File: config.mk
export PLATFORM = sky130hd
export DESIGN_NAME = rar_gcd_stage
export DESIGN_NICKNAME = d
export VERILOG_FILES = /design/src/rtl/rar_gcd_stage.sv
export SDC_FILE = /design/constraint.sdc
export NUM_CORES = 1
export LEC_CHECK = 0
export ABC_AREA = 1
export BUFFER_PORTS_ARGS = -buffer_cell sky130_fd_sc_hd__buf_2
export CAP_MARGIN = 30
export CORE_MARGIN = 5
export CORE_UTILIZATION = 57
export CTS_BUF_LIST = sky130_fd_sc_hd__clkbuf_8
export DETAILED_ROUTE_END_ITERATION = 6
export PLACE_DENSITY = 0.86
export SLEW_MARGIN = 20
export SYNTH_ARGS = -nofsm -noshare
export SYNTH_HDL_FRONTEND = slang
export SYNTH_SLANG_ARGS = --single-unit
export TNS_END_PERCENT = 10
File: constraint.sdc
create_clock -name clk_i -period 1 [get_ports clk_i]
set_clock_uncertainty 0.05 [all_clocks]
set_input_delay 0.25 -clock clk_i [delete_from_list [all_inputs] [get_ports clk_i]]
set_output_delay 0.25 -clock clk_i [all_outputs]
set_load 0.005 [all_outputs]
File: src/rtl/rar_gcd_stage.sv
// ----------------------------------------------------------------------------
// Binary GCD pipeline stage
// One step of the subtract-and-shift binary GCD on a pair of magnitudes,
// registered, with its side data and valid bit carried alongside.
// ----------------------------------------------------------------------------
`default_nettype none

module rar_gcd_stage #(
  parameter int unsigned MagWidth  = 64,
  parameter int unsigned SideWidth = 8,
  parameter int unsigned ShWidth   = 7
) (
  input  wire logic                 clk_i,
  input  wire logic                 rst_ni,
  input  wire logic                 en_i,
  input  wire logic                 valid_i,
  input  wire logic [MagWidth-1:0]  a_i,
  input  wire logic [MagWidth-1:0]  b_i,
  input  wire logic [ShWidth-1:0]   sh_i,
  input  wire logic [SideWidth-1:0] side_i,
  output logic                      valid_o,
  output logic [MagWidth-1:0]       a_o,
  output logic [MagWidth-1:0]       b_o,
  output logic [ShWidth-1:0]        sh_o,
  output logic [SideWidth-1:0]      side_o
);

  logic [MagWidth-1:0] a_d, b_d, diff;
  logic [ShWidth-1:0]  sh_d;

  // One step: strip common twos, strip lone twos, or subtract the smaller from the larger and halve the difference.
  always_comb begin
    a_d  = a_i;
    b_d  = b_i;
    sh_d = sh_i;
    diff = '0;
    if (a_i != '0 && b_i != '0) begin
      if (!a_i[0] && !b_i[0]) begin
        a_d  = a_i >> 1;
        b_d  = b_i >> 1;
        sh_d = sh_i + ShWidth'(1);
      end else if (!a_i[0]) begin
        a_d = a_i >> 1;
      end else if (!b_i[0]) begin
        b_d = b_i >> 1;
      end else if (a_i >= b_i) begin
        diff = a_i - b_i;
        a_d  = diff >> 1;
      end else begin
        diff = b_i - a_i;
        b_d  = diff >> 1;
      end
    end
  end

  // Stage register.
  always_ff @(posedge clk_i or negedge rst_ni) begin
    if (!rst_ni) begin
      valid_o <= 1'b0;
    end else if (en_i) begin
      valid_o <= valid_i;
    end
  end

  always_ff @(posedge clk_i) begin
    if (en_i) begin
      a_o    <= a_d;
      b_o    <= b_d;
      sh_o   <= sh_d;
      side_o <= side_i;
    end
  end

endmodule

`default_nettype wire

==> results of run 1 <==
## stage by stage
step             util  instances  setup slack, ns
3_3_place_gp   0.8121       4911           -2.089
3_5_place_dp   0.8121       4911           -2.233
4_1_cts        0.9051       5017           -1.247
2_1_floorplan       -       3438           -1.840
## synthesized netlist by cell type, types with 3 or more instances
library cell,instances,share of area
nor2_4,6,0.0034
o211ai_1,3,0.0011
clkbuf_2,13,0.0033
nand2_2,11,0.0035
o21ai_0,169,0.043
nand4_1,50,0.016
clkinv_1,3,0.00057
buf_6,8,0.0045
nor2_1,246,0.047
buf_2,29,0.0073
and2_1,3,0.00095
xor2_1,29,0.013
o21ai_1,28,0.0071
o21bai_1,20,0.0076
a22oi_1,30,0.011
nor4_1,15,0.0047
a21boi_0,4,0.0015
a21oi_1,386,0.097
clkbuf_1,56,0.011
ha_1,129,0.081
nand2_1,1233,0.23
inv_1,523,0.099
or2_2,5,0.0016
a21o_1,6,0.0023
inv_2,13,0.0025
xnor2_1,4,0.0018
edfxtp_1,143,0.22
buf_1,9,0.0017
nor2_2,4,0.0013
a21oi_2,30,0.013
nor3_1,16,0.0040
nand3_1,201,0.051
## cells by family after synthesis
family                     Yosys count  share of synthesized area
and+or+nand+nor                   1792                     0.3671
muxes                                1                  0.0005677
adders and majority gates          131                    0.08340
DFF                                144                     0.2178
xor gates and xnor gates            33                    0.01457
AOI/OAI and AO/OA                  682                     0.1867
buffers and inverters              655                     0.1298
## metal layers
| layer | GRT overflow | track usage |
|---|---|---|
| met1 | 64 | 0.8926 |
| met2 | 677 | 1.055 |
| met3 | 60 | 0.8535 |
| met4 | 408 | 1.011 |
| met5 | 9 | 0.5617 |
## repair_timing
item,in CTS
hold buffers,16
gates cloned,11
hold endpoints to repair,15
resized for setup,500
endpoints found under the setup margin,279
pin swaps,99
setup buffers,48
==> results.ini, run 1 <==
[yosys]
syn_nets = 3716
synthArstFlopShare = 0.006944
seq_area_frac_synth = 0.2178
ys_types = 42
avgSynthCellArea_um2 = 5.769
yosysWarnings = 0
synth_edf_count = 143
ys_ff_latch = 144
syn-cell-area_um2 = 19830
ys.flop_type = edfxtp_1
postSynthCellCount = 3438

[global_routing]
overflow = 1218
track_usage = 0.9372
grt_max_degree = 86

[clock_network]
numCtsBuffers = 17
h-tree-depth = 4
root_buffer = clkbuf_8
max-clock-path-buffers = 2
cts.sinks = 144

[place]
hpwl_um = 86210
port_buffers = 290
gp_congestion = 1.167
dpl_cell_area_um2 = 27980

[floorplanning]
fp-row-count = 68
start_util = 0.5756
io_pins = 291
fp.dieW_um = 196.5
fp.dieH_um = 196.5

[run_status]
lastStage = global routing (5_1_grt)
firstError = [ERROR GRT-0232] Routing congestion too high. Check the congestion heatmap in the GUI.
outcome = stopped before the end

==> run 2, diff against run 1 <==
--- a/config.mk
+++ b/config.mk
@@ -9,10 +9,9 @@
 export BUFFER_PORTS_ARGS = -buffer_cell sky130_fd_sc_hd__buf_2
 export CAP_MARGIN = 30
 export CORE_MARGIN = 5
-export CORE_UTILIZATION = 57
-export CTS_BUF_LIST = sky130_fd_sc_hd__clkbuf_8
+export CORE_UTILIZATION = 40
 export DETAILED_ROUTE_END_ITERATION = 6
-export PLACE_DENSITY = 0.86
+export PLACE_DENSITY_LB_ADDON = 0.15
 export SLEW_MARGIN = 20
 export SYNTH_ARGS = -nofsm -noshare
 export SYNTH_HDL_FRONTEND = slang
==> run 2 against run 1 <==
  * The flow now finishes, with violations (design-rule violations, negative setup slack)
  * Area after synthesis is the same
  * Synthesized cell count did not move
==> results.ini, run 2 <==
[global_routing]
track_usage = 0.4000
top_usage_layer = met2
grt_pass1_vias = 26391
grt_pass1_wl_um = 162500
overflow = 0
grt_max_degree = 57
antenna_found_initial = 3
use_met1 = 0.5660
gr-usage-met3 = 0.07907
met2_usage = 0.6147

[min_path]
hp-start = b_i[2]
min_path_type = in -> reg

[clock_network]
root_buffer = clkbuf_16
cts.sinks = 144
cts_tree = built
numCtsBuffers = 17
h-tree-depth = 4
insertion_delay_ns = 0.49
max-clock-path-buffers = 2
clk_pin_slew_ns = 0.07

[power]
p_leak_nw = 17.25
p_per_area_nw_per_um2 = 966.8
ir_drop_mv = 1.012
total_power_mw = 32.21

[yosys]
ys_ff_latch = 144
synth_top_area_frac = 0.2333
ys.flop_type = edfxtp_1
synth_common_cells = nand2_1 (1233), inv_1 (523), a21oi_1 (386), nor2_1 (246), nand3_1 (201)
post-synth-top-count-cell = nand2_1
syn-cell-area_um2 = 19830
avgSynthCellArea_um2 = 5.769
syn_nets = 3716
seq_area_frac_synth = 0.2178
synth_edf_count = 143
synthArstFlopShare = 0.006944
synthTopCellsByArea = nand2_1 (23%), edfxtp_1 (22%), inv_1 (9.9%), a21oi_1 (9.7%), ha_1 (8.1%)
ys_types = 42
yosysWarnings = 0
synth.largest_area_cell = nand2_1
postSynthCellCount = 3438

[finish]
areaGrowthSynthToFinish_pct = 67.97
final_nets = 4904
antenna_cells = 0
mostFrequentLayoutCell = nand2_1
n_fill_cell = 4488
final_util = 0.6806
layout-drive-gt1-share = 0.4063
top_regs = a_o: 64 flops, b_o: 64 flops, side_o: 8 flops
layout_common_cells = nand2_1 (1093), buf_4 (891), inv_1 (474), a21oi_1 (308), buf_2 (259)

[floorplanning]
io_pins = 291
design.core.area_um2 = 48950
fp.dieH_um = 232.7
die_area_um2 = 54140
fp-row-count = 81
start_util = 0.4052
fp.dieW_um = 232.7

[worst_setup_path]
cpMostUsedCell = nand2_2
critPathSlowestCell = fa_2
crit_path_end_kind = flop
critPathTopFamily = simple AND/OR/NAND/NOR gates
startpoint = a_i[0]
crit_type = in -> reg
cp_num_buf_inv = 6
worstPathArrival_ns = 2.80
cp_max_fo = 5
path_cells = buf_12 -> inv_12 -> ha_4 -> fa_2 -> inv_2 -> nand3_4 -> nand2_4 -> nand2_2 -> nand2_2 -> nand2_2 -> nand2_2 -> nand2_2 -> nand3_4 -> nand2_4 -> nand2_4 -> nand2_8 -> buf_12 -> buf_12 -> bufbuf_16 -> a21oi_2 -> nand2_1 -> a21oi_2
startpoint_type = primary input
reg2reg_from = valid_o$_DFFE_PN0P_
critPathMaxStageDelay_ns = 0.40
worstPathRequired_ns = 1.29

[route]
final_antenna_net_count = 0
routed_via_density = 5.338
drtIter0Drc = 3042
drc = 4
drt_wl_total_um = 112300
wire_per_inst_um = 21.18
num_vias = 28305
drtPass1Iterations = 7

[timing]
max_slew_margin = 0.4939
setup_violations = 279
post-route-period-util = 2.512
hold_viol = 0
max_freq_ghz = 0.3981
fin_setup_tns_ns = -229.28
fin_crit_ns = 2.512
finalMaxSlewViolations = 0
worst_pin_slew_ns = 0.7573
rsz0062_at_grt = yes
setup_slack_ns = -1.512

[run_status]
violations = design-rule violations, negative setup slack
outcome = finished, violations left

[job]
maxCapViolations = 0

[place]
post-place-ws_ns = -2.172
hpwl_um = 88990
port_buffers = 290
gp_congestion = 1.093

[run 2: metal layers]
layer / vias up / wire, um
met5: - / 9
met4: 2 / 4108
met3: 218 / 12120
met2: 1463 / 48230
met1: 13181 / 47840
li1: 13441 / -
[run 2: path summary, 6_finish.rpt]
kind                       slack, ns  depth (start not counted)                   to
min in group asynchronous       0.53                          3  valid_o$_DFFE_PN0P_
max reg2reg                     0.18                          1  valid_o$_DFFE_PN0P_
min reg2reg                     0.49                          1  valid_o$_DFFE_PN0P_
max                            -1.51                         22    a_o[35]$_DFFE_PP_
min                             0.05                          3     b_o[2]$_DFFE_PP_
max in group asynchronous       0.27                          3  valid_o$_DFFE_PN0P_
[run 2: cell type report]
class | count | area (um2) | area share
Tap cell | 664 | 830.8 | 0.02494
Clock buffer | 18 | 429.2 | 0.01288
Timing Repair Buffer | 1284 | 10110 | 0.3033
Clock inverter | 14 | 127.6 | 0.003831
Sequential cell | 144 | 4319 | 0.1296
Multi-Input combinational cell | 2640 | 15420 | 0.4628
Inverter | 539 | 2083 | 0.06253
[run 2: through the flow]
stage | instances | instance area [um2] | hold WS, ns
2_1_floorplan | 3438 | 19930 | -0.09559
3_3_place_gp | 5180 | 28800 | -0.02481
3_5_place_dp | 5180 | 28800 | -0.02380
4_1_cts | 5295 | 32650 | 0.01064
5_1_grt | 5303 | 33310 | 0.04144
6_report | 5303 | 33310 | 0.05035
[run 2: kinds of logic after synthesis]
kind of cell | count (synthesis) | share of synthesized area
AO/OA/AOI/OAI | 682 | 0.1867
flip-flops | 144 | 0.2178
adder cells (fa/ha/maj) | 131 | 0.08340
XOR/XNOR | 33 | 0.01457
buffers and inverters | 655 | 0.1298
multiplexers | 1 | 0.0005677
AND/OR/NAND/NOR | 1792 | 0.3671
[run 2: timing repair]
action,in CTS,in global routing
setup endpoints to repair,279,279
setup buffers,58,8
gates cloned,15,1
endpoints found under the hold margin,12,0
resized for setup,573,162
hold buffers,13,0
pin swaps,111,44
[run 2: tightest hold or removal path, cell delays in order]
cell	delay [ns]
buf_2	0.13
nand2_1	0.06
nand2_1	0.06
[run 2: power by group]
part	internal (mW)	switching [mW]
combinational	7.87	10.4
sequential	7.46	0.186
clock	3.24	3.07
total	18.6	13.6
(Power assumes the default switching activity.)
==> run 3, diff against run 2 <==
--- a/config.mk
+++ b/config.mk
@@ -6,10 +6,11 @@
 export NUM_CORES = 1
 export LEC_CHECK = 0
 export ABC_AREA = 1
-export BUFFER_PORTS_ARGS = -buffer_cell sky130_fd_sc_hd__buf_2
+export BUFFER_PORTS_ARGS = -buffer_cell sky130_fd_sc_hd__buf_4
 export CAP_MARGIN = 30
 export CORE_MARGIN = 5
 export CORE_UTILIZATION = 40
+export CTS_BUF_LIST = sky130_fd_sc_hd__clkbuf_4 sky130_fd_sc_hd__clkbuf_8 sky130_fd_sc_hd__clkbuf_16
 export DETAILED_ROUTE_END_ITERATION = 6
 export PLACE_DENSITY_LB_ADDON = 0.15
 export SLEW_MARGIN = 20
==> run 3 against run 2 <==
  * The run ends with negative setup slack left
  * Die area unchanged
  * Critical path depth down 8
  * Flip-flop and latch count is the same
  * Largest power group unchanged
  * Highest routed layer unchanged
==> results.ini, run 3 (synthesis results as in run 2) <==
[power]
power_frac_seq = 0.240
total_power_mw = 32.19
p_clk_frac = 0.207
ir_drop_mv = 1.296
p_per_area_nw_per_um2 = 980.3
pwr-share-comb = 0.554
p_int_mw = 18.92
p_switching_mw = 13.27
p_leak_nw = 17.13
swShare = 0.4122

[route]
drc = 0
drtIter0Drc = 3526
num_vias = 28217
final_antenna_net_count = 0
drt_wl_total_um = 110300
drtPass1Iterations = 6
routed_via_density = 5.357
wire_per_inst_um = 20.94

[finish]
mostFrequentLayoutCell = nand2_1
top_regs = a_o: 64 flops, b_o: 64 flops, side_o: 8 flops
areaGrowthSynthToFinish_pct = 65.54
antenna_cells = 0
layout_common_cells = nand2_1 (1126), buf_4 (1099), inv_1 (483), a21oi_1 (349), nor2_1 (202)
layout-drive-gt1-share = 0.3682
n_fill_cell = 4547
final_nets = 4868

[clock_network]
h-tree-depth = 4
numCtsBuffers = 17
cts_tree = built
root_buffer = clkbuf_16
cts.sinks = 144
max-clock-path-buffers = 2
clk_pin_slew_ns = 0.07
insertion_delay_ns = 0.50

[timing]
setup_violations = 279
fin_setup_tns_ns = -233.32
finalMaxSlewViolations = 0
post-route-period-util = 2.512
fin_crit_ns = 2.512
worst_pin_slew_ns = 0.7982
hold_viol = 0
max_freq_ghz = 0.3982
rsz0062_at_grt = yes
max_slew_margin = 0.4630
setup_slack_ns = -1.512

[global_routing]
grt_max_degree = 57
track_usage = 0.3814
antenna_found_initial = 2
grt_pass1_vias = 25709
overflow = 0
grt_pass1_wl_um = 155800

[worst_setup_path]
crit_type = in -> reg
critPathMaxStageDelay_ns = 0.48
critPathSlowestCell = nor4_4
cp_max_fo = 5
worstPathRequired_ns = 1.21
crit_path_end_kind = flop
r2r_setup_slack_ns = 0.19
worstPathArrival_ns = 2.72
path_cells = buf_4 -> inv_2 -> buf_6 -> nand4_1 -> nor4_4 -> nand4_1 -> nand2_4 -> buf_4 -> a21oi_4 -> buf_6 -> clkbuf_16 -> buf_12 -> o21ai_1 -> inv_1
startpoint_type = primary input

[place]
port_buffers = 290
hpwl_um = 87360
gp_congestion = 1.153

[floorplanning]
fp.dieW_um = 232.7
start_util = 0.4052
design.core.area_um2 = 48950
fp-row-count = 81
fp.dieH_um = 232.7
die_area_um2 = 54140
io_pins = 291

[run_status]
outcome = finished, violations left
violations = negative setup slack

[min_path]
min_path_type = in -> reg

[job]
maxCapViolations = 0

==> run 3: path summary, 6_finish.rpt <==
kind | cells past startpoint | startpoint | to
worst min register to register | 1 | valid_o$_DFFE_PN0P_ | valid_o$_DFFE_PN0P_
worst max register to register | 1 | valid_o$_DFFE_PN0P_ | valid_o$_DFFE_PN0P_
max in group asynchronous | 3 | rst_ni | valid_o$_DFFE_PN0P_
worst max-delay path | 14 | b_i[15] | a_o[1]$_DFFE_PP_
worst min-delay path | 3 | b_i[40] | b_o[39]$_DFFE_PP_
min in group asynchronous | 3 | rst_ni | valid_o$_DFFE_PN0P_
==> run 3: final cells by class <==
cell class | count | area, um2 | share of cell area
Multi-Input combinational cell | 2641 | 14670 | 0.4469
Inverter | 539 | 2051 | 0.06246
Sequential cell | 144 | 4319 | 0.1315
Tap cell | 664 | 830.8 | 0.02530
Timing Repair Buffer | 1247 | 10380 | 0.3160
Clock buffer | 18 | 432.9 | 0.01319
Clock inverter | 14 | 152.6 | 0.004649
==> run 3: worst max-delay path, delay by kind of cell <==
kind / cells / cell delay [ns]
and+or+nand+nor: 4 / 1.23
buffers and inverters: 8 / 1.05
AOI/OAI and AO/OA: 2 / 0.16
==> run 3: per-stage QoR <==
stage / hold slack (ns) / instances / utilization / cell area [um2] / setup slack, ns
after detailed placement: -0.02288 / 5146 / 0.5976 / 29250 / -2.368
final: 0.03119 / 5267 / 0.6707 / 32830 / -1.512
after CTS: 0.0001711 / 5238 / 0.6423 / 31440 / -1.392
after global routing: 0.04544 / 5267 / 0.6707 / 32830 / -1.581
after floorplan: -0.09559 / 3438 / - / 19930 / -1.840
after global placement: -0.02482 / 5145 / 0.5975 / 29250 / -2.307
==> run 3: metal layers <==
| layer | vias to the layer above | GRT usage | part of all wire |
|---|---|---|---|
| met3 | 269 | 0.08017 | 0.11 |
| met2 | 1603 | 0.5716 | 0.42 |
| met4 | 4 | 0.1719 | 0.052 |
| met1 | 12983 | 0.5279 | 0.41 |
| met5 | - | 0 | 0.00029 |
| li1 | 13358 | - | - |
==> run 3: power groups by stage <==
stage / Combinational (mW) / Clock (mW) / Sequential, mW
after floorplan: 6.41 / 0 / 7.85
after global placement: 15.1 / 0 / 7.79
after detailed placement: 15.1 / 0 / 7.80
after CTS: 16.3 / 6.75 / 7.70
after global routing: 18.9 / 6.97 / 7.76
final: 17.8 / 6.65 / 7.71
==> run 3: repair_timing <==
item / 4_1_cts / 5_1_grt
pin swaps: 25 / 69
hold buffers: 21 / 0
endpoints found under the setup margin: 279 / 279
resized for setup: 236 / 301
cloned: 7 / 8
endpoints found under the hold margin: 20 / 0
setup buffers: 32 / 21
